File: src/rsi_pkg.sv
// ----------------------------------------------------------------------------
// rsi_pkg
// Types, codes and constants shared by the radix string-to-integer parser.
// ----------------------------------------------------------------------------
package rsi_pkg;

  localparam int CHAR_W     = 8;
  localparam int COUNT_W    = 16;
  localparam int RADIX_W    = 6;
  localparam int MODE_W     = 2;
  localparam int DIGIT_W    = 6;
  localparam int CFG_IDX_W  = 3;
  localparam int CFG_DATA_W = 8;

  // register indexes
  localparam logic [CFG_IDX_W-1:0] CFG_RADIX       = 3'd0;
  localparam logic [CFG_IDX_W-1:0] CFG_MINUS_CHAR  = 3'd1;
  localparam logic [CFG_IDX_W-1:0] CFG_PLUS_CHAR   = 3'd2;
  localparam logic [CFG_IDX_W-1:0] CFG_FILL_CHAR   = 3'd3;
  localparam logic [CFG_IDX_W-1:0] CFG_FILL_MODE   = 3'd4;
  localparam logic [CFG_IDX_W-1:0] CFG_LETTER_CASE = 3'd5;

  // fill modes; any other code skips no fill
  localparam logic [MODE_W-1:0] FM_LEFT     = 2'd0;
  localparam logic [MODE_W-1:0] FM_INTERNAL = 2'd1;

  // letter case codes; the unused code behaves as upper
  localparam logic [MODE_W-1:0] LC_LOWER = 2'd0;
  localparam logic [MODE_W-1:0] LC_MIXED = 2'd2;

  // reset values
  localparam logic [RADIX_W-1:0] RADIX_RESET       = 6'd10;
  localparam logic [CHAR_W-1:0]  MINUS_RESET       = 8'd45;
  localparam logic [CHAR_W-1:0]  PLUS_RESET        = 8'd43;
  localparam logic [CHAR_W-1:0]  FILL_RESET        = 8'd0;
  localparam logic [MODE_W-1:0]  FILL_MODE_RESET   = 2'd0;
  localparam logic [MODE_W-1:0]  LETTER_CASE_RESET = 2'd2;

  localparam logic [RADIX_W-1:0] RADIX_MIN = 6'd2;
  localparam logic [RADIX_W-1:0] RADIX_MAX = 6'd36;
  localparam logic [RADIX_W-1:0] RADIX_DEC = 6'd10;

  localparam logic [CHAR_W-1:0] CHAR_ZERO    = 8'd48;
  localparam logic [CHAR_W-1:0] CHAR_NINE    = 8'd57;
  localparam logic [CHAR_W-1:0] CHAR_UPPER_A = 8'd65;
  localparam logic [CHAR_W-1:0] CHAR_LOWER_A = 8'd97;
  localparam logic [CHAR_W-1:0] UPPER_OFS    = 8'd55;
  localparam logic [CHAR_W-1:0] LOWER_OFS    = 8'd87;

  localparam logic [CHAR_W-1:0]  CHAR_NONE = 8'd0;
  localparam logic [COUNT_W-1:0] COUNT_MAX = 16'hFFFF;

  typedef enum logic [3:0] {
    PH_LFILL  = 4'b0001,
    PH_IFILL  = 4'b0010,
    PH_DIGITS = 4'b0100,
    PH_DONE   = 4'b1000
  } phase_t;

  typedef struct packed {
    logic [MODE_W-1:0] fill_mode;
    logic [MODE_W-1:0] letter_case;
    logic [RADIX_W-1:0] radix;
    logic [CHAR_W-1:0]  minus_char;
    logic [CHAR_W-1:0]  plus_char;
    logic [CHAR_W-1:0]  fill_char;
  } cfg_t;

  typedef struct packed {
    logic               lfill_hit;
    logic               ifill_hit;
    logic               minus_hit;
    logic               plus_hit;
    logic               digit_ok;
    logic [DIGIT_W-1:0] digit_val;
    logic [RADIX_W-1:0] base;
  } char_class_t;

endpackage

File: src/rsi_if.sv
// ----------------------------------------------------------------------------
// rsi_in_if / rsi_out_if
// Valid/ready channels for characters in and parse results out.
// ----------------------------------------------------------------------------
interface rsi_in_if;
  import rsi_pkg::*;

  logic              valid;
  logic              ready;
  logic [CHAR_W-1:0] char_code;
  logic              begin_req;

  modport source (output valid, output char_code, output begin_req, input ready);
  modport sink   (input valid, input char_code, input begin_req, output ready);
endinterface

interface rsi_out_if #(parameter int VALUE_WIDTH = 64);
  import rsi_pkg::*;

  logic                   valid;
  logic                   ready;
  logic [VALUE_WIDTH-1:0] parsed_value;
  logic [COUNT_W-1:0]     consumed_count;
  logic                   saw_minus;

  modport source (output valid, output parsed_value, output consumed_count,
                  output saw_minus, input ready);
  modport sink   (input valid, input parsed_value, input consumed_count,
                  input saw_minus, output ready);
endinterface

File: src/rsi_char_class.sv
// ----------------------------------------------------------------------------
// rsi_char_class
// Classifies one character against the configuration: fill, sign, digit.
// ----------------------------------------------------------------------------
module rsi_char_class (
  input  logic [rsi_pkg::CHAR_W-1:0] char_code,
  input  rsi_pkg::cfg_t              cfg,
  output rsi_pkg::char_class_t       cls
);
  import rsi_pkg::*;

  logic [RADIX_W-1:0] base;
  logic               fill_on;
  logic               low_ok;
  logic               up_ok;
  logic [CHAR_W:0]    c_ext;
  logic [CHAR_W:0]    dec_lim;
  logic [CHAR_W:0]    up_lim;
  logic [CHAR_W:0]    low_lim;
  logic [DIGIT_W-1:0] dval;
  logic               dok;

  always_comb begin
    if (cfg.radix < RADIX_MIN) begin
      base = RADIX_MIN;
    end else if (cfg.radix > RADIX_MAX) begin
      base = RADIX_MAX;
    end else begin
      base = cfg.radix;
    end
  end

  assign fill_on = (cfg.fill_char != CHAR_NONE);
  assign low_ok  = (cfg.letter_case == LC_LOWER) || (cfg.letter_case == LC_MIXED);
  assign up_ok   = (cfg.letter_case != LC_LOWER);

  // limits kept one bit wider so the sums cannot wrap
  assign c_ext   = {1'b0, char_code};
  assign dec_lim = {1'b0, CHAR_ZERO} + (CHAR_W+1)'(base);
  assign up_lim  = {1'b0, UPPER_OFS} + (CHAR_W+1)'(base);
  assign low_lim = {1'b0, LOWER_OFS} + (CHAR_W+1)'(base);

  always_comb begin
    dok  = 1'b0;
    dval = '0;
    if (base <= RADIX_DEC) begin
      if (char_code >= CHAR_ZERO && c_ext < dec_lim) begin
        dok  = 1'b1;
        dval = DIGIT_W'(char_code - CHAR_ZERO);
      end
    end else if (char_code >= CHAR_ZERO && char_code <= CHAR_NINE) begin
      dok  = 1'b1;
      dval = DIGIT_W'(char_code - CHAR_ZERO);
    end else if (up_ok && char_code >= CHAR_UPPER_A && c_ext < up_lim) begin
      dok  = 1'b1;
      dval = DIGIT_W'(char_code - UPPER_OFS);
    end else if (low_ok && char_code >= CHAR_LOWER_A && c_ext < low_lim) begin
      dok  = 1'b1;
      dval = DIGIT_W'(char_code - LOWER_OFS);
    end
  end

  always_comb begin
    cls.lfill_hit = fill_on && (cfg.fill_mode == FM_LEFT) && (char_code == cfg.fill_char);
    cls.ifill_hit = fill_on && (cfg.fill_mode == FM_INTERNAL)
                    && (char_code == cfg.fill_char);
    cls.minus_hit = (cfg.minus_char != CHAR_NONE) && (char_code == cfg.minus_char);
    cls.plus_hit  = (cfg.plus_char != CHAR_NONE) && (char_code == cfg.plus_char);
    cls.digit_ok  = dok;
    cls.digit_val = dval;
    cls.base      = base;
  end

endmodule

File: src/radix_string_to_integer_top.sv
// ----------------------------------------------------------------------------
// radix_string_to_integer_top
// Character-stream parser into an unsigned integer of a configured base.
// ----------------------------------------------------------------------------
// A terminating character's result goes through the input register, then
//   the result register, before it appears on the output channel.
// Throughput: one character per cycle while the result channel is not
//   stalled; the parse state loop is one multiply by the base and one add.
// Reset: synchronous; configuration returns to its defaults and the first
//   character after reset starts a new string.
module radix_string_to_integer_top #(
  parameter int VALUE_WIDTH = 64
) (
  input  logic                           clk,
  input  logic                           rst,
  input  logic                           cfg_wr_en,
  input  logic [rsi_pkg::CFG_IDX_W-1:0]  cfg_index,
  input  logic [rsi_pkg::CFG_DATA_W-1:0] cfg_data,
  rsi_in_if.sink                         in_chan,
  rsi_out_if.source                      out_chan
);
  import rsi_pkg::*;

  cfg_t cfg;

  // input register
  logic              s1_valid;
  logic [CHAR_W-1:0] s1_char;
  logic              s1_begin;

  // parse state
  phase_t                 phase, phase_next;
  logic                   neg, neg_next;
  logic [VALUE_WIDTH-1:0] acc, acc_next;
  logic [COUNT_W-1:0]     cnt, cnt_next;

  // result register
  logic                   out_valid;
  logic [VALUE_WIDTH-1:0] out_value;
  logic [COUNT_W-1:0]     out_count;
  logic                   out_minus;

  char_class_t            cls;
  logic                   advance;
  logic                   fire;
  logic                   emit;
  logic                   consume;
  logic                   at_sign;
  phase_t                 ph0;
  logic                   neg0;
  logic [VALUE_WIDTH-1:0] acc0;
  logic [COUNT_W-1:0]     cnt0;
  logic [VALUE_WIDTH-1:0] prod;

  always_ff @(posedge clk) begin
    if (rst) begin
      cfg.radix       <= RADIX_RESET;
      cfg.minus_char  <= MINUS_RESET;
      cfg.plus_char   <= PLUS_RESET;
      cfg.fill_char   <= FILL_RESET;
      cfg.fill_mode   <= FILL_MODE_RESET;
      cfg.letter_case <= LETTER_CASE_RESET;
    end else if (cfg_wr_en) begin
      case (cfg_index)
        CFG_RADIX:       cfg.radix       <= cfg_data[RADIX_W-1:0];
        CFG_MINUS_CHAR:  cfg.minus_char  <= cfg_data;
        CFG_PLUS_CHAR:   cfg.plus_char   <= cfg_data;
        CFG_FILL_CHAR:   cfg.fill_char   <= cfg_data;
        CFG_FILL_MODE:   cfg.fill_mode   <= cfg_data[MODE_W-1:0];
        CFG_LETTER_CASE: cfg.letter_case <= cfg_data[MODE_W-1:0];
        default: ;
      endcase
    end
  end

  assign advance       = !out_valid || out_chan.ready;
  assign in_chan.ready = !s1_valid || advance;
  assign fire          = s1_valid && advance;

  always_ff @(posedge clk) begin
    if (rst) begin
      s1_valid <= 1'b0;
    end else if (in_chan.ready) begin
      s1_valid <= in_chan.valid;
    end
  end

  always_ff @(posedge clk) begin
    if (in_chan.ready && in_chan.valid) begin
      s1_char  <= in_chan.char_code;
      s1_begin <= in_chan.begin_req;
    end
  end

  rsi_char_class u_class (
    .char_code (s1_char),
    .cfg       (cfg),
    .cls       (cls)
  );

  // begin restarts the string with this character
  assign ph0  = s1_begin ? PH_LFILL : phase;
  assign neg0 = s1_begin ? 1'b0 : neg;
  assign acc0 = s1_begin ? '0 : acc;
  assign cnt0 = s1_begin ? '0 : cnt;

  // only the low bits survive the wrap, the base is at most 6 bits
  assign prod = acc0 * VALUE_WIDTH'(cls.base);

  always_comb begin
    phase_next = ph0;
    neg_next   = neg0;
    acc_next   = acc0;
    emit       = 1'b0;
    consume    = 1'b0;
    at_sign    = (ph0 == PH_LFILL);
    if (ph0 != PH_DONE) begin
      if (at_sign && cls.lfill_hit) begin
        consume = 1'b1;
      end else if (at_sign && cls.minus_hit) begin
        consume    = 1'b1;
        neg_next   = 1'b1;
        phase_next = PH_IFILL;
      end else if (at_sign && cls.plus_hit) begin
        consume    = 1'b1;
        phase_next = PH_IFILL;
      end else if ((at_sign || ph0 == PH_IFILL) && cls.ifill_hit) begin
        consume    = 1'b1;
        phase_next = PH_IFILL;
      end else if (cls.digit_ok) begin
        consume    = 1'b1;
        acc_next   = prod + VALUE_WIDTH'(cls.digit_val);
        phase_next = PH_DIGITS;
      end else begin
        emit       = 1'b1;
        phase_next = PH_DONE;
      end
    end
    cnt_next = (consume && cnt0 != COUNT_MAX) ? cnt0 + 1'b1 : cnt0;
  end

  always_ff @(posedge clk) begin
    if (rst) begin
      phase <= PH_LFILL;
      neg   <= 1'b0;
      acc   <= '0;
      cnt   <= '0;
    end else if (fire) begin
      phase <= phase_next;
      neg   <= neg_next;
      acc   <= acc_next;
      cnt   <= cnt_next;
    end
  end

  always_ff @(posedge clk) begin
    if (rst) begin
      out_valid <= 1'b0;
    end else if (fire && emit) begin
      out_valid <= 1'b1;
    end else if (out_chan.ready) begin
      out_valid <= 1'b0;
    end
  end

  always_ff @(posedge clk) begin
    if (fire && emit) begin
      out_value <= neg0 ? (~acc0 + 1'b1) : acc0;
      out_count <= cnt0;
      out_minus <= neg0;
    end
  end

  assign out_chan.valid          = out_valid;
  assign out_chan.parsed_value   = out_value;
  assign out_chan.consumed_count = out_count;
  assign out_chan.saw_minus      = out_minus;

endmodule

File: src/flat_wrapper.sv
// flat-port wrapper written by rule: the top's interface ports become plain ports
module radix_string_to_integer_top_flat import rsi_pkg::*;
#(
  parameter int VALUE_WIDTH = 64
)
  (clk, rst, cfg_wr_en, cfg_index, cfg_data, in_chan_valid, in_chan_char_code, in_chan_begin_req, in_chan_ready, out_chan_valid, out_chan_parsed_value, out_chan_consumed_count, out_chan_saw_minus, out_chan_ready);
  rsi_in_if in_chan_i ();
  rsi_out_if #(.VALUE_WIDTH(VALUE_WIDTH)) out_chan_i ();
  input  logic clk;
  input  logic rst;
  input  logic cfg_wr_en;
  input  logic [rsi_pkg::CFG_IDX_W-1:0] cfg_index;
  input  logic [rsi_pkg::CFG_DATA_W-1:0] cfg_data;
  input wire logic [$bits(in_chan_i.valid)-1:0] in_chan_valid;
  input wire logic [$bits(in_chan_i.char_code)-1:0] in_chan_char_code;
  input wire logic [$bits(in_chan_i.begin_req)-1:0] in_chan_begin_req;
  output wire logic [$bits(in_chan_i.ready)-1:0] in_chan_ready;
  output wire logic [$bits(out_chan_i.valid)-1:0] out_chan_valid;
  output wire logic [$bits(out_chan_i.parsed_value)-1:0] out_chan_parsed_value;
  output wire logic [$bits(out_chan_i.consumed_count)-1:0] out_chan_consumed_count;
  output wire logic [$bits(out_chan_i.saw_minus)-1:0] out_chan_saw_minus;
  input wire logic [$bits(out_chan_i.ready)-1:0] out_chan_ready;
  assign in_chan_i.valid = in_chan_valid;
  assign in_chan_i.char_code = in_chan_char_code;
  assign in_chan_i.begin_req = in_chan_begin_req;
  assign in_chan_ready = in_chan_i.ready;
  assign out_chan_valid = out_chan_i.valid;
  assign out_chan_parsed_value = out_chan_i.parsed_value;
  assign out_chan_consumed_count = out_chan_i.consumed_count;
  assign out_chan_saw_minus = out_chan_i.saw_minus;
  assign out_chan_i.ready = out_chan_ready;
  radix_string_to_integer_top #(.VALUE_WIDTH(VALUE_WIDTH)) u_core (.clk(clk), .rst(rst), .cfg_wr_en(cfg_wr_en), .cfg_index(cfg_index), .cfg_data(cfg_data), .in_chan(in_chan_i), .out_chan(out_chan_i));
endmodule
File: config.mk
export PLATFORM = sky130hd
export DESIGN_NAME = radix_string_to_integer_top_flat
export DESIGN_NICKNAME = d
export VERILOG_FILES = /design/src/rsi_pkg.sv /design/src/rsi_if.sv /design/src/rsi_char_class.sv /design/src/radix_string_to_integer_top.sv /design/src/flat_wrapper.sv
export SDC_FILE = /design/constraint.sdc
export NUM_CORES = 1
export LEC_CHECK = 0
export BUFFER_PORTS_ARGS = -buffer_cell sky130_fd_sc_hd__buf_2
export CELL_PAD_IN_SITES_DETAIL_PLACEMENT = 1
export CELL_PAD_IN_SITES_GLOBAL_PLACEMENT = 2
export CORE_UTILIZATION = 36
export CTS_CLUSTER_SIZE = 28
export DETAILED_ROUTE_END_ITERATION = 16
export PLACE_DENSITY = 0.77
export SLEW_MARGIN = 25
export SYNTH_ARGS = -nofsm -noshare
export SYNTH_HDL_FRONTEND = slang
export SYNTH_SLANG_ARGS = --single-unit
export TNS_END_PERCENT = 1
File: constraint.sdc
create_clock -name clk -period 6.5 [get_ports clk]
set_input_delay 0.65 -clock clk [delete_from_list [all_inputs] [get_ports clk]]
set_output_delay 0.65 -clock clk [all_outputs]
set_load 0.05 [all_outputs]
Yosys cells after proc, flatten, opt, wreduce, memory -nomap -nowiden
Index checks and enable logic that the tools add are counted.

Memory bits (read-only): 0. Bits of input ports: 25. Latch bits: 0. Memory bits (writable): 0. Logic and storage cells: 139. Bits in registers: 211. Memories: 0.

Div/mod/pow operators: 0. Eq/ne operators: 14. Multiplexer cells: 47. Add/subtract/negate cells: 9. Bitwise operators: 1. Multiply operators: 1. Reductions and logical operators: 40. Shift-type cells: 0. Magnitude comparators: 10.

Operators by type and width (count): two-way mux 64 bit (8); adder 64 x 1 -> 64 bit (second input constant) (1); adder 64 x 6 -> 64 bit (1); multiplier 64 x 6 -> 64 bit (1); inverter 64 bit (1); two-way mux 6 bit (7); two-way mux 16 bit (2); two-way mux 4 bit (7); equality test 8 bit (3); nonzero test 8 bit (3); two-way mux 1 bit (23); logical AND 1 bit (20); adder 16 x 1 -> 16 bit (second input constant) (1); greater-or-equal comparator 8 x 7 -> 1 bit (second input constant) (2); < comparator 8 x 7 -> 1 bit (2); != test 16 bit (second input constant) (1); adder 6 x 6 -> 7 bit (first input constant) (2); AND reduction 2 bit (6); subtractor 6 bit (second input constant) (2); adder 7 x 6 -> 8 bit (first input constant) (1); greater-or-equal comparator 8 x 6 -> 1 bit (second input constant) (1); <= comparator 8 x 6 -> 1 bit (second input constant) (1); < comparator 8 bit (1); equality test 3 x 2 -> 1 bit (second input constant) (2); 16 further kinds (23).

Depth between registers and ports, before layout
Depth after elaboration: 18. Gate-level depth with buffers: 33. Mapped depth without buffers: 31.

Modules after synthesis
A second synthesis with hierarchy kept.

Cell total of the unflattened synthesis: 2591. Area total of the unflattened synthesis: 23430.0 um^2.

Modules (own cells, without submodules): radix_string_to_integer_top (area an instance 22068.7 um^2, cells each 2404, seq. area each 5124.9 um^2, instances 1); rsi_char_class (area an instance 1361.3 um^2, cells each 187, seq. area each 0.0 um^2, instances 1).

Worst setup path after synthesis
No wires, ideal clock.

Path kind: register -> register. Start: reg u_core.s1_begin. End: reg u_core.acc[61]. Setup slack: -0.270 ns. Stages on the path, launching flop included: 26. Required time: 6.383 ns. Period minus slack after synthesis: 6.770 ns. Setup time: 0.117 ns. Data arrival time: 6.654 ns. Cells stage by stage: edfxtp_1 > buf_2 > buf_1 > clkbuf_1 > buf_1 > clkbuf_1 > clkbuf_1 > nor2b_1 > nand2_1 > fa_1 > fa_1 > fa_1 > fa_1 > inv_1 > ha_1 > a21o_1 > a211oi_1 > a21oi_1 > o21bai_1 > o21ai_1 > a21oi_1 > o21ai_1 > a311oi_1 > o41ai_1 > xor2_1 > a22o_1.

Cells in the longest elaborated chain, start to end: 9.

Ends and longest elaborated chain: start: declaration (line radix_string_to_integer_top.sv:29) `logic s1_begin;`; start signal: assignment (line radix_string_to_integer_top.sv:91) `s1_begin <= in_chan.begin_req;`; two-way mux 64 bit / two-way mux 4 bit (equally long branches) (line radix_string_to_integer_top.sv:104, radix_string_to_integer_top.sv:102); multiplier 64 x 6 -> 64 bit (tied with other cells) (line radix_string_to_integer_top.sv:108) `assign prod = acc0 * VALUE_WIDTH'(cls.base);`; adder 64 x 6 -> 64 bit / logical OR 1 bit (equally long branches) (line radix_string_to_integer_top.sv:132, radix_string_to_integer_top.sv:127); two-way mux 64 bit / logical AND 1 bit (equally long branches) (line radix_string_to_integer_top.sv:130, radix_string_to_integer_top.sv:127); two-way mux 64 bit (line radix_string_to_integer_top.sv:127) `end else if ((at_sign || ph0 == PH_IFILL) && cls.ifill_hit) begin`; two-way mux 64 bit (line radix_string_to_integer_top.sv:124) `end else if (at_sign && cls.plus_hit) begin`; two-way mux 64 bit (line radix_string_to_integer_top.sv:120) `end else if (at_sign && cls.minus_hit) begin`; two-way mux 64 bit (line radix_string_to_integer_top.sv:118) `if (at_sign && cls.lfill_hit) begin`; two-way mux 64 bit (*) (line radix_string_to_integer_top.sv:117) `if (ph0 != PH_DONE) begin`; end signal: assignment (line radix_string_to_integer_top.sv:151) `acc <= acc_next;`; end: declaration (line radix_string_to_integer_top.sv:34) `logic [VALUE_WIDTH-1:0] acc, acc_next;`.

Every way passes the cells marked *; elsewhere a longest branch is shown, timed or not. A chain may end at the register's enable or synchronous reset.

Worst setup path in the final report
Start: reg, netlist name u_core.cfg[26]. End: reg u_core.acc[51].

Cells in the longest elaborated chain, start to end: 17.

Ends and longest elaborated chain: greater-than comparator 6 bit (line rsi_char_class.sv:26) `end else if (cfg.radix > RADIX_MAX) begin`; two-way mux 6 bit (line rsi_char_class.sv:26); two-way mux 6 bit (*) (line rsi_char_class.sv:24) `if (cfg.radix < RADIX_MIN) begin`; parallel branches: the longest is 8 deep, another holds multiplier 64 x 6 -> 64 bit; two-way mux 64 bit (*) (line radix_string_to_integer_top.sv:130) `end else if (cls.digit_ok) begin`; two-way mux 64 bit (*) (line radix_string_to_integer_top.sv:127); two-way mux 64 bit (*) (line radix_string_to_integer_top.sv:124); two-way mux 64 bit (*) (line radix_string_to_integer_top.sv:120); two-way mux 64 bit (*) (line radix_string_to_integer_top.sv:118); two-way mux 64 bit (*) (line radix_string_to_integer_top.sv:117).

Mark *: on every way between the ends.

==> summary.md <==
| Metric | Value |
|---|---|
| WP data arrival | between 7 and 8 ns |
| Largest net degree at the start of global routing | 60 |
| Post-synth cell types | 80 |
| First-pass GRT wire length | ~120000 microns |
| Core area | 61800 sq um |
| Clock buffer depth | 3 |
| Grt ovf | 0 |
| Syn Area/Cell | 8.37 sq um |
| Post-synth ARST share | 0 |
| Period utilisation layout | 1.01 |
| Data required time at the worst endpoint | about 7 ns |
| Number of synthesized flops with an enable pin | 90 |
| Initial core utilization | 0.365 |
| Nature of the critical path startpoint | flip-flop |
| Worst reg2reg path depth | 32 |
| CTS Root Cell | clkbuf_16 |
| Cell taking the most area after synthesis | fa_1 |
| DR vias/cell | 5.33 |
| Final Instance Area | 26000 sq um |
| Placed wire-length estimate | 58900 microns |
| H-tree depth | 1 |
| R2r setup slk | -0.07 ns |
| Die width | 253 microns |
| Synthesized area | 22600 sq um |
| Cell count after synthesis | 2700 |
| Final setup fails | 4 |
| TritonCTS clock tree | built |
| Worst-Margin Slew | 0.992 ns |
| Hold depth | 1 |
| Reg-to-Reg Start | u_core.cfg[26]$_SDFFE_PP0P_ |
| Fraction of the yosys area taken by sequential cells | 0.227 |
| Num CTS Buffers | 28 |
| Reg area | between 5000 and 6000 sq um |
| Detail Route Antenna Nets | 0 |
| Tmin final | 6.57 ns |
| Number of synthesis warnings | 0 |
| Total Wirelength | approximately 76000 microns |
| Core Util, Final | 0.421 |
| Critical path class | flip-flop to flip-flop |
| Rel. slew slack | 0.334 |
| Hold Crit Start | in_chan_char_code[4] |
| Vias in the first global route | 21500 |
| Tot GR Track Use | 0.244 |
| Top_reg_cell synth | dfxtp_1 |
| Nature of the critical path endpoint | flip-flop |
| Share of the synthesized area in the top cell type | 0.213 |
| Final Max Slew Viols | 0 |
| Design Power | between 3000 and 4000 uW |
| Area taken by multi-input logic gates | 16100 sq um |
| Worst Hold End | u_core.s1_char[4]$_DFFE_PP_ |
| Clk_lat worst skew | 0.59 ns |
| Clk sinks | 211 |
| Die Y | 253 microns |
| Synthesized flop and latch total | 211 |
| Status | complete, but fails checks |
| RSZ-0062 raised after global routing | true |
| Full die area | 63800 sq um |
| Post-Place Setup Slack | -0.605 ns |
| Initial antenna violation count | 0 |
| Clk slew on worst S/H paths | 0.07 ns |
| Leakage Power | 0.0123 uW |
| Routability cong. | 0.889 |
| Final Hold Fails | 0 |
| Via count | ~20000 |
| CP peak stage delay | 0.55 ns |
| Mapped Nets | 3118 |
| Number of fill cells | 7317 |
| Failing checks | negative setup slack |
| Hold Path Class | input pin to flip-flop |
| MaxCap Viol Count | 0 |
| Fin Clk Skew | about 0.022 ns |
| Area Growth Syn to Fin | 15.2% |
| Diode count | 0 |
| Rows | between 90 and 100 |
| VDD IR-drop max | 0.189 mV |
| Setup slack after layout | -0.0684 ns |
| Pwr Density | 138 nW/um^2 |
| Initial DRC Count | between 800 and 900 |
| Top cells by area, synth | fa_1 21%, edfxtp_1 12%, dfxtp_1 11% |
| Area after DPL | around 25000 sq um |
| Hold-fix buffers, CTS | 0 |
| Remaining DRCs | 0 |
| Nets | 3248 |
| Drt wl/cell | 20.7 microns |
| Fraction of layout instances using a drive strength above 1 | 0.129 |
| CP max stage cell | or4_4 |
| Worst-path fanout max | 4 |
| I/O pin cnt | 108 |
| Port bufs | 107 |
| TritonRoute pass-1 iters | 5 |
| Reg-to-Reg End | u_core.acc[51]$_SDFFE_PP0P_ |
| Fmax | approximately 150 MHz |
## Yosys cell counts, types with 29 or more instances
cell	count
a21o_1	37
a21oi_1	113
a31oi_1	48
clkbuf_1	123
dfxtp_1	121
edfxtp_1	90
fa_1	240
ha_1	153
inv_1	280
nand2_1	476
nand4_1	29
nor2_1	270
nor2b_1	98
nor3_1	36
o21ai_0	85
xnor2_1	76
xor2_1	81
## layout by cell type, fill, tap and decap left out, drive strengths merged, types with 6 or more instances in the layout
cell,Yosys,routed
or2,9,9
o21a,10,10
o21bai,20,20
nor3,37,37
nand2,478,478
fa,240,240
o41ai,9,9
inv,281,284
nor2b,98,98
or3,17,17
clkbuf,123,33
mux2i,17,17
nand4b,6,6
a211oi,8,8
nand2b,17,17
nand4,29,29
a21o,37,37
xnor2,76,76
bufinv,0,6
nor2,272,272
nor3b,7,7
and3,20,20
buf,27,250
ha,153,153
nor4,14,14
dfxtp,121,121
a21oi,116,116
a22o,14,14
o31ai,20,20
nand3,27,27
o21ai,94,94
xor2,81,81
a211o,14,14
edfxtp,90,90
a31oi,48,48
clkinv,2,11
and2,13,13
## sequential cells by signal (all words and copies together) (netlist names)
signal                          count
u_core.s1_valid                     1
u_core.acc                         64
u_core.cfg                         34
u_core.phase                        4
u_core.s1_begin                     1
u_core.out_chan.parsed_value       64
u_core.cnt                         16
u_core.out_chan.saw_minus           1
u_core.out_chan.valid               1
u_core.s1_char                      8
u_core.neg                          1
u_core.out_chan.consumed_count     16
## logic make-up after synthesis
group	Yosys count	share of synthesized area
and+or+nand+nor	1056	0.209
buffers and inverters	433	0.0753
AOI/OAI and AO/OA	431	0.123
adders and majority gates	393	0.297
DFF	211	0.227
xor gates and xnor gates	157	0.0609
muxes	17	0.00753
other	2	0.000332
## area by class of cell
cell class                 count  area share
clock buffer                  33      0.0285
clock inverter                19      0.0104
inverter                     283      0.0410
multi-input combinational   2056       0.618
sequential                   211       0.197
tap                          837      0.0402
timing repair buffer         250      0.0651
## timing repair
| item | 4_1_cts | 5_1_grt |
|---|---|---|
| gates cloned | 0 | 0 |
| setup endpoints to repair | 38 | 34 |
| pin swaps | 28 | 36 |
| setup buffers | 11 | 4 |
| resized for setup | 41 | 25 |
| endpoints found under the hold margin | 0 | 0 |
## metrics by stage
| step | hold slack, ns | TNS (ns) | std cells |
|---|---|---|---|
| after floorplan | 0.436 | -0.888 | 2700 |
| after global placement | 0.469 | -3.12 | 3623 |
| after detailed placement | 0.484 | -10.57 | 3623 |
| after CTS | 0.213 | -0.292 | 3686 |
| after global routing | 0.225 | -4.00 | 3689 |
| final | 0.240 | -0.223 | 3689 |
## how the worst max path moves through the flow
stage | slack, ns | to | start
after global routing | -0.28 | u_core.acc[57]$_SDFFE_PP0P_ | u_core.cfg[26]$_SDFFE_PP0P_
final | -0.07 | u_core.acc[51]$_SDFFE_PP0P_ | u_core.cfg[26]$_SDFFE_PP0P_
after CTS | -0.08 | u_core.acc[63]$_SDFFE_PP0P_ | u_core.cfg[27]$_SDFFE_PP1P_
after global placement | -0.29 | u_core.acc[63]$_SDFFE_PP0P_ | u_core.cfg[26]$_SDFFE_PP0P_
after floorplan | -0.19 | u_core.acc[51]$_SDFFE_PP0P_ | u_core.s1_begin$_DFFE_PP_
after detailed placement | -0.60 | u_core.acc[60]$_SDFFE_PP0P_ | u_core.cfg[26]$_SDFFE_PP0P_
## metal layers
layer  GRT usage  up-vias  wire length [microns]
met5           0        -                      0
met4      0.0668        0                   1930
met3      0.0179      114                   2550
met2       0.417      379                  36800
met1       0.330    10100                  35100
li1            -     9111                      -
## power breakdown
group	switching, uW	internal, uW
combinational	303	119
clock	669	1060
sequential	22.9	1420
total	995	2590
## critical path, delay by kind of cell, from the launching register on
kind                     cells  cell delay [ns]
buffers and inverters        4             0.51
XOR/XNOR                     2             0.32
AO/OA/AOI/OAI               19             3.40
flip-flops                   1             0.33
adder cells (fa/ha/maj)      4             1.09
AND/OR/NAND/NOR              3             0.81
No activity file was read; power rests on OpenSTA's default activity.
